[src/hw/rtl/gpq_pkg.sv]
// ----------------------------------------------------------------------------
// gpq_pkg
// Shared types, codes and helper functions of the greedy palette quantizer.
// ----------------------------------------------------------------------------
`timescale 1ns / 1ps

package gpq_pkg;

   // Mask of the color bits that form a group key (top nibble of each channel).
   localparam logic [31:0] KEY_NIBBLES = 32'hf0f0f0f0;

   // Command codes of an input word.
   localparam logic CMD_LOAD  = 1'b0;
   localparam logic CMD_QUERY = 1'b1;

   // Result kinds.
   localparam logic KIND_PALETTE = 1'b0;
   localparam logic KIND_INDEX   = 1'b1;

   // Error codes of a result word.
   localparam logic [1:0] ERR_OK       = 2'd0;
   localparam logic [1:0] ERR_OVERFLOW = 2'd1;
   localparam logic [1:0] ERR_UNKNOWN  = 2'd2;

   // A classified input word as it travels from the front end to the engine.
   typedef struct packed {
      logic        query;
      logic        last;
      logic [31:0] argb;
      logic [15:0] key;
   } item_type;

   // One result word.
   typedef struct packed {
      logic        kind;
      logic [31:0] palette_argb;
      logic [3:0]  color_index;
      logic [1:0]  error;
      logic        last;
   } rsp_type;

   // Group key: top nibbles of A, R, G and B packed into 16 bits.
   function automatic logic [15:0] color_key(input logic [31:0] argb);
      logic [31:0] m;
      m = argb & KEY_NIBBLES;
      return {m[31:28], m[23:20], m[15:12], m[7:4]};
   endfunction

   // Squared distance of one 8-bit channel.
   function automatic logic [15:0] chan_sq(input logic [7:0] a, input logic [7:0] b);
      logic [7:0] d;
      d = (a > b) ? (a - b) : (b - a);
      return 16'(d) * 16'(d);
   endfunction

   // Squared RGB distance of two colors; alpha does not take part.
   function automatic logic [17:0] rgb_dist(input logic [31:0] x, input logic [31:0] y);
      return 18'(chan_sq(x[23:16], y[23:16])) + 18'(chan_sq(x[15:8], y[15:8]))
           + 18'(chan_sq(x[7:0], y[7:0]));
   endfunction

endpackage

[src/hw/rtl/gpq_if.sv]
// ----------------------------------------------------------------------------
// gpq_if
// Valid/ready channels of the quantizer: request words and result words.
// ----------------------------------------------------------------------------
`timescale 1ns / 1ps

interface gpq_req_if;
   logic        valid;
   logic        ready;
   logic        cmd;
   logic [31:0] pixel_argb;
   logic        last_pixel;

   modport source (output valid, cmd, pixel_argb, last_pixel, input ready);
   modport sink   (input valid, cmd, pixel_argb, last_pixel, output ready);
endinterface


[src/hw/rtl/gpq_front.sv]
// ----------------------------------------------------------------------------
// gpq_front
// Accepts request words, classifies them and queues them for the engine.
// ----------------------------------------------------------------------------
`timescale 1ns / 1ps

module gpq_front (
   input  logic              clock,
   input  logic              reset,
   gpq_req_if.sink           req,
   output logic              q_valid,
   output gpq_pkg::item_type q_item,
   input  logic              q_pop
);

   gpq_pkg::item_type fifo_ff [2];
   logic              wr_ptr_ff, wr_ptr_in;
   logic              rd_ptr_ff, rd_ptr_in;
   logic [1:0]        count_ff, count_in;
   logic              push;
   gpq_pkg::item_type new_item;

   // Classify the incoming word.
   always_comb begin
      new_item.query = (req.cmd == gpq_pkg::CMD_QUERY);
      new_item.last  = req.last_pixel;
      new_item.argb  = req.pixel_argb;
      new_item.key   = gpq_pkg::color_key(req.pixel_argb);
   end

   assign req.ready = (count_ff != 2'd2);
   assign push      = req.valid && req.ready;
   assign q_valid   = (count_ff != 2'd0);
   assign q_item    = fifo_ff[rd_ptr_ff];

   // Pointer and fill bookkeeping of the two-entry queue.
   always_comb begin
      wr_ptr_in = wr_ptr_ff ^ push;
      rd_ptr_in = rd_ptr_ff ^ q_pop;
      count_in  = count_ff + 2'(push) - 2'(q_pop);
   end

   always_ff @(posedge clock) begin
      if (reset) begin
         wr_ptr_ff <= 1'b0;
         rd_ptr_ff <= 1'b0;
         count_ff  <= 2'd0;
      end else begin
         wr_ptr_ff <= wr_ptr_in;
         rd_ptr_ff <= rd_ptr_in;
         count_ff  <= count_in;
      end
   end

   // Queue storage.
   always_ff @(posedge clock) begin
      if (push) begin
         fifo_ff[wr_ptr_ff] <= new_item;
      end
   end

endmodule

[src/flat_wrapper.sv]
// flat-port wrapper written by rule: the top's interface ports become plain ports
module gpq_front_flat 
  (clock, reset, q_valid, q_item, q_pop, req_valid, req_cmd, req_pixel_argb, req_last_pixel, req_ready);
  gpq_req_if req_i ();
  input  logic clock;
  input  logic reset;
  output logic q_valid;
  output gpq_pkg::item_type q_item;
  input  logic q_pop;
  input wire logic [$bits(req_i.valid)-1:0] req_valid;
  input wire logic [$bits(req_i.cmd)-1:0] req_cmd;
  input wire logic [$bits(req_i.pixel_argb)-1:0] req_pixel_argb;
  input wire logic [$bits(req_i.last_pixel)-1:0] req_last_pixel;
  output wire logic [$bits(req_i.ready)-1:0] req_ready;
  assign req_i.valid = req_valid;
  assign req_i.cmd = req_cmd;
  assign req_i.pixel_argb = req_pixel_argb;
  assign req_i.last_pixel = req_last_pixel;
  assign req_ready = req_i.ready;
  gpq_front u_core (.clock(clock), .reset(reset), .req(req_i), .q_valid(q_valid), .q_item(q_item), .q_pop(q_pop));
endmodule
[config.mk]
export PLATFORM = sky130hd
export DESIGN_NAME = gpq_front_flat
export DESIGN_NICKNAME = d
export VERILOG_FILES = /design/src/hw/rtl/gpq_pkg.sv /design/src/hw/rtl/gpq_if.sv /design/src/hw/rtl/gpq_front.sv /design/src/flat_wrapper.sv
export SDC_FILE = /design/constraint.sdc
export NUM_CORES = 1
export LEC_CHECK = 0
export BUFFER_PORTS_ARGS = -buffer_cell sky130_fd_sc_hd__buf_2
export CAP_MARGIN = 20
export CORE_MARGIN = 2
export CORE_UTILIZATION = 25
export CTS_BUF_LIST = sky130_fd_sc_hd__clkbuf_8
export CTS_CLUSTER_DIAMETER = 200
export DETAILED_ROUTE_END_ITERATION = 8
export GPL_ROUTABILITY_DRIVEN = 0
export MAX_ROUTING_LAYER = met4
export PLACE_DENSITY = 0.54
export RECOVER_POWER = 50
export SETUP_SLACK_MARGIN = 0.2
export SLEW_MARGIN = 20
export SYNTH_ARGS = -nofsm -noshare
export SYNTH_HDL_FRONTEND = slang
export SYNTH_SLANG_ARGS = --single-unit
[constraint.sdc]
create_clock -name clock -period 5.9 [get_ports clock]
set_clock_uncertainty 0.2 [all_clocks]
set_input_delay 0.885 -clock clock [delete_from_list [all_inputs] [get_ports clock]]
set_output_delay 0.885 -clock clock [all_outputs]
set_load 0.005 [all_outputs]
; ---- Word-level counts from Yosys, hierarchy flattened
; Memory sizes are Yosys's and may differ from the RTL's. A register that Yosys moved wholly into a read port is not among the register bits.
; Index checks and enable logic that the tools add are counted.
[word_totals]
wordCells = 14
ram_bits = 100
output_inout_bits = 52
reg_bits = 4
mem_count = 1
[classes]
bitwise_logic = 2
n_reduce_logical = 2
mux = 3
eq_ne = 1
addsub = 2
[memory_table]
columns = name, words, width, rd, rd_clocked_by_memory_dff, wr, line_no
row1 = u_core.fifo_ff, 2, 50, 1, 1, 1, gpq_front.sv:16  ; gpq_pkg::item_type fifo_ff [2];
[ops]
columns = operator, count
row1 = $mux 1, 3
row2 = $add 2x1->2, 1
row3 = $ne 2x2->1 const B, 1
row4 = $reduce_bool 2->1, 1
row5 = $sub 2x1->2, 1
row6 = $xor 1x1->1, 2
row7 = $logic_and 1x1->1, 1

; ---- Depth between registers and ports, before layout
; Gate-level depths: netlist of run 1.
[depth]
word_depth = 4
mapped_depth = 5
depth_no_buf = 5

; ---- Least setup slack after synthesis of run 1
; No wires, ideal clock.
[synth_path]
kind = in2reg
start = in req_valid
end = mem u_core.fifo_ff[0][16] (netlist bit) (enable)
t_required_ns = 5.306
setup_slack_ns = 3.439
path_stages = 2
t_arrival_ns = 1.867
path_cell_list = and2_1 ha_1
[synth_between]
elab_chain_cells = 3
[synth_lines]
columns = item, line_no
row1 = from (decl), flat_wrapper.sv:10  ; input wire logic [$bits(req_i.valid)-1:0] req_valid;
row2 = $logic_and 1x1->1, gpq_front.sv:32  ; assign push = req.valid && req.ready;
row3 = $mux 1, gpq_front.sv:57  ; if (push) begin
row4 = $mux 1 (not written as such), gpq_front.sv:58  ; fifo_ff[wr_ptr_ff] <= new_item;
row5 = to (decl), gpq_front.sv:16
; No other way between the ends.

==> qor.yml, run 1 <==
outcome:
  status: "finished with violations"
  violations: "max-capacitance violations, max-slew violations"
floorplan:
  dieHeight_um: 109.7
  core_area_um2: 10890
  rows: 38
  start_util_pct: 25.65
  io_pins: 90
  fp.dieW_um: 109.7
  die-area_um2: 12030
power:
  p_sw_uw: 263.9
  p_sw_share_pct: 23.01
  p_per_area_nw_per_um2: 334.6
  ir_drop_uv: 146.9
  power_mw: 1.147
  p_int_uw: 883.2
  power.share.clock_pct: 31.3
  combinationalPowerShare_pct: 13.4
  leakagePower_nw: 1.263
  seqPwrFrac_pct: 55.3
cells_and_area:
  design_area_um2: 3428
  fill_cells: 1082
  nets: 266
  post-route-util_pct: 31.49
  final_common_cell: "buf_2"
  fin_cells: 372
  layout-drive-gt1-share_pct: 52.38
  final_cell_mix: "72 x buf_2, 68 x edfxtp_1, 34 x mux2_2"
  area_delta_synth_final_pct: 22.76
grt:
  antenna_found_initial: 1
  grt_use_total_pct: 8.681
  overflow: 0
  grt_pass1_vias: 1480
  grt_pass1_wl_mm: 7.148
  grt_max_degree: 36
worst_setup_path:
  crit_required_ns: 4.82
  arrival_ns: 2.37
  crit_fanout: 35
  path_cells: "mux2_2 > buf_2"
  end_kind: "primary output"
  rrSetupSlack_ns: 3.38
  crit_path_top_delay_cell: "dfxtp_1"
  cpPeakStageDelay_ns: 1.44
  path_class: "reg -> out"
  start_kind: "flop"
yosys:
  synth_edf_count: 68
  netlist_instances: 146
  syn_avg_cell_area_um2: 19.13
  synth_seq_cells: 72
  synth_ff_type: "edfxtp_1"
  synth_nets: 186
  ys_seq_area_share_pct: 75.99
  yosys.cell_types.count: 21
  yosys_warnings: 0
  syn_area_um2: 2793
  async_flop_share_pct: 0
drt:
  drt_iter0_drc: 33
  wl_per_cell_um: 13.02
  viasPerCell: 3.925
  postRouteAntennaNets: 0
  dr.pass1.iters: 3
  routed_wl_mm: 4.842
  remaining_drc_errors: 0
  vias: 1460
clock_network:
  cts_setup_buffers: 0
  ctsHoldBuffers: 0
  clock-sinks: 72
  clkLatencyLatePin_ns: 0.34
  clkTransAtPathRegs_ns: 0.07
  htreeDepth: 3
  cts_tree: "yes"
  cts_root_buf: "clkbuf_8"
  cts_buffer_depth: 2
  cts_buffers: 9
  cts_resized: 0
timing:
  max_slew_margin_pct: -14.72
  final.period_utilization_pct: 58.55
  worst_slew_pin_slew_ns: 1.721
  fin_tns_setup_ns: 0
  drv_slew: 71
  period_needed_ns: 3.454
  setup_viol: 0
  finalHoldViolations: 0
  max_freq_ghz: 0.2895
  rsz0062_at_grt: "no"
min_path:
  min_path_type: "reg -> reg"
placed_design:
  dp_hpwl_mm: 3.055
  placed_area_um2: 3271
  io_buffers: 89
  place_inst: 355
job:
  maxCapViolations: 2
## state kept, by name, summed over array words and instances (netlist names)
name	count
u_core.fifo_ff	68
u_core.count_ff	2
u_core.wr_ptr_ff	1
u_core.rd_ptr_ff	1
## worst max-delay path: cells and delay by family (launching register included)
| kind | cells | cell delay, ns |
|---|---|---|
| flip-flops | 1 | 1.44 |
| multiplexers | 1 | 0.45 |
| buffers and inverters | 1 | 0.13 |
## power groups by stage
stage          registers (mW)  logic, mW  clock network, mW
3_5_place_dp            0.647      0.160                  0
2_1_floorplan           0.632      0.112                  0
5_1_grt                 0.640      0.174              0.397
6_report                0.634      0.153              0.360
3_3_place_gp            0.644      0.158                  0
4_1_cts                 0.635      0.161              0.379
## synth_stat cells (2+ instances only)
cell type	number	area, µm²
edfxtp_1	68	2042
mux2_2	34	382.9
buf_4	19	142.6
dfxtp_1	4	80.08
nor2_1	3	11.26
ha_1	2	25.02
inv_1	2	7.510
## logic make-up after synthesis
| family | Yosys count | synth area share [%] |
|---|---|---|
| fa+ha+maj | 2 | 0.8959 |
| simple gates | 11 | 2.330 |
| flops | 72 | 75.99 |
| compound gates | 2 | 0.4480 |
| xor+xnor | 1 | 0.3137 |
| buf+inv | 22 | 5.556 |
| mux | 36 | 14.47 |
## metal layers
layer  GRT usage [%]  up-vias  part of all wire (%)  wire length (µm)
met3           3.023       10                   7.1               342
met2           13.45       54                    48              2335
met1           9.108      702                    42              2027
met4           6.510        0                   2.8               136
li1                -      694                     -                 -
met5               -        -                     0                 0
## metrics by stage
step	setup slack (ns)	hold slack, ns
global placement	3.303	0.3625
global route	2.214	0.4207
CTS	2.896	0.3838
finish	2.446	0.3775
detailed placement	3.288	0.3734
floorplan	3.439	0.3233
## path summary, 6_finish.rpt
path | from | to | cells after the start
worst min register to register | u_core.wr_ptr_ff | u_core.wr_ptr_ff | 3
worst min-delay path | u_core.wr_ptr_ff | u_core.wr_ptr_ff | 3
worst max-delay path | u_core.rd_ptr_ff | q_item[36] | 2
worst max register to register | u_core.count_ff[0] | u_core.fifo_ff[1][43] | 2
## cell type report
cell class,instances,area [µm²],area share [%]
diodes,1,2.502,0.07299
inverters,2,7.507,0.2190
repair buffers,89,424.2,12.37
clock inverters,7,55.05,1.606
flip-flops and latches,72,2122,61.90
clock buffers,9,123.9,3.613
multi-input cells,52,518.0,15.11
well taps,140,175.2,5.109
Note: power is estimated with default switching activity, not from simulation.
==> inputs of run 2 (changes only) <==
clock period = 3.6 ns   (was 5.9 ns; I/O delays follow)
==> run 2 against run 1 <==
- the flow still finishes with violations (max-capacitance violations, max-slew violations)
- sequential power up 64%
- flip-flop and latch count stayed put
- wire length down 0.12%
- critical path type unchanged
- critical endpoint unchanged
- largest cell class unchanged
- largest power group unchanged
==> qor.yml, run 2 (synthesis results as in run 1) <==
cells_and_area:
  layout-drive-gt1-share_pct: 54.11  # was 52.38%
  final_cell_mix: "75 x buf_2, 68 x edfxtp_1, 34 x mux2_2"  # was 72 x buf_2, 68 x edfxtp_1, 34 x mux2_2
  reg_top3: "u_core.fifo_ff: 68 flops, u_core.count_ff: 2 flops"  # unchanged
  regMostFlops: "u_core.fifo_ff"  # unchanged
  design_area_um2: 3433  # was 3428 µm²
  area_delta_synth_final_pct: 22.94  # was 22.76%
  nets: 266  # unchanged
  final_common_cell: "buf_2"  # unchanged
  fin_cells: 372  # unchanged
  post-route-util_pct: 31.53  # was 31.49%
  largest_reg_flops: 68  # unchanged
worst_setup_path:
  rrSetupSlack_ns: 1.11  # was 3.38 ns
  reg2regPathDepth: 2  # unchanged
  end_kind: "primary output"  # unchanged
  path_class: "reg -> out"  # unchanged
  path_cells: "mux2_2 > buf_2"  # unchanged
  r2r_start: "u_core.count_ff[0]"  # unchanged
  cpPeakStageDelay_ns: 0.93  # was 1.44 ns
  arrival_ns: 1.84  # was 2.37 ns
  worst_r2r_endpoint: "u_core.fifo_ff[1][35]"  # was u_core.fifo_ff[1][43]
  crit_required_ns: 2.86  # was 4.82 ns
  crit_fanout: 35  # unchanged
  start_kind: "flop"  # unchanged
  crit_path_top_delay_cell: "dfxtp_2"  # was dfxtp_1
drt:
  dr.pass1.iters: 4  # was 3
  wl_per_cell_um: 13.00  # was 13.02 µm
  routed_wl_mm: 4.836  # was 4.842 mm
  drt_iter0_drc: 24  # was 33
  remaining_drc_errors: 0  # unchanged
  viasPerCell: 3.965  # was 3.925
  vias: 1475  # was 1460
  postRouteAntennaNets: 0  # unchanged
grt:
  overflow: 0  # unchanged
  antenna_found_initial: 1  # unchanged
  grt_pass1_vias: 1503  # was 1480
  grt_busiest_layer: "met2"  # unchanged
  grt_max_degree: 36  # unchanged
  grt_util_met3_pct: 3.142  # was 3.023%
  grt_use_total_pct: 8.681  # unchanged
  met1_usage_pct: 8.882  # was 9.108%
  use_met2_pct: 13.76  # was 13.45%
  grt_pass1_wl_mm: 7.162  # was 7.148 mm
placed_design:
  io_buffers: 89  # unchanged
  dp_hpwl_mm: 3.055  # about the same
  place_inst: 355  # unchanged
  post-place-ws_ns: 1.336  # was 3.288 ns
  placed_area_um2: 3271  # unchanged
min_path:
  min_to: "u_core.fifo_ff[1][42]"  # was u_core.wr_ptr_ff
  min_path_cells: 1  # was 3
  min_from: "req_pixel_argb[26]"  # was u_core.wr_ptr_ff
  min_path_type: "in -> reg"  # was reg -> reg
clock_network:
  cts_buffer_depth: 2  # unchanged
  clock-sinks: 72  # unchanged
  clkLatencyLatePin_ns: 0.34  # about the same
  cts_resized: 0  # unchanged
  clkTransAtPathRegs_ns: 0.07  # about the same
  cts_setup_buffers: 0  # unchanged
  cts_tree: "yes"  # unchanged
  ctsHoldBuffers: 0  # unchanged
  htreeDepth: 3  # unchanged
  cts_root_buf: "clkbuf_8"  # unchanged
  cts_buffers: 9  # unchanged
timing:
  fin_tns_setup_ns: 0  # unchanged
  finalHoldViolations: 0  # unchanged
  final.period_utilization_pct: 71.70
  worst_slew_pin_slew_ns: 1.675  # was 1.721 ns
  setup_viol: 0  # unchanged
  drv_slew: 35  # was 71
  worst_slack_ns: 1.019  # was 2.446 ns
  max_slew_margin_pct: -11.70  # was -14.72%
  period_needed_ns: 2.581
  max_freq_ghz: 0.3874
  rsz0062_at_grt: "no"  # unchanged
floorplan:
  die-area_um2: 12030  # unchanged
  fp.dieW_um: 109.7  # unchanged
  core_area_um2: 10890  # unchanged
  rows: 38  # unchanged
  dieHeight_um: 109.7  # unchanged
  io_pins: 90  # unchanged
  start_util_pct: 25.65  # unchanged
power:
  p_per_area_nw_per_um2: 546.8  # was 334.6 nW/µm²
  ir_drop_uv: 241.8  # was 146.9 µV
  leakagePower_nw: 1.272  # was 1.263 nW
outcome:
  violations: "max-capacitance violations, max-slew violations"  # unchanged
  status: "finished with violations"  # unchanged
job:
  maxCapViolations: 1  # was 2
## run 2: cell type report
cell class	count	area (µm²)
fill	1096	7455
sequential	72	2123
multi-input combinational	52	518.0
timing repair buffer	89	427.9
tap	140	175.2
clock buffer	9	123.9
clock inverter	7	55.05
inverter	2	7.507
antenna	1	2.502
## run 2: critical path, delay by kind of cell, from the launching register on
kind	cells	cell delay, ns
buf+inv	1	0.13
flops	1	0.93
mux	1	0.43
## run 2: metal layers
metal	wire length, µm	vias to the layer above
li1	-	691
met1	1991	720
met2	2343	54
met3	360	10
met4	141	0
met5	0	-
## run 2: stage by stage
stage	hold slack [ns]	total power, mW
2_1_floorplan	0.3233	1.219
3_3_place_gp	0.3625	1.314
3_5_place_dp	0.3736	1.320
4_1_cts	0.1574	1.922
5_1_grt	0.1628	1.983
6_report	0.1859	1.877
## run 2: worst max-delay path by stage
stage	from	end	slack, ns	cells after the start
after floorplan	u_core.count_ff[0]	u_core.fifo_ff[0][16]	1.48	3
after global placement	u_core.rd_ptr_ff	q_item[36]	1.35	2
after detailed placement	u_core.rd_ptr_ff	q_item[26]	1.34	2
after CTS	u_core.rd_ptr_ff	q_item[26]	0.94	2
after global routing	u_core.count_ff[0]	u_core.fifo_ff[1][24]	0.86	2
final	u_core.rd_ptr_ff	q_item[36]	1.02	2
## run 2: power breakdown
group	switching [mW]	leakage, nW	internal (mW)
clock	0.280	0.100	0.308
sequential	0.0324	0.667	1.01
combinational	0.119	0.505	0.131
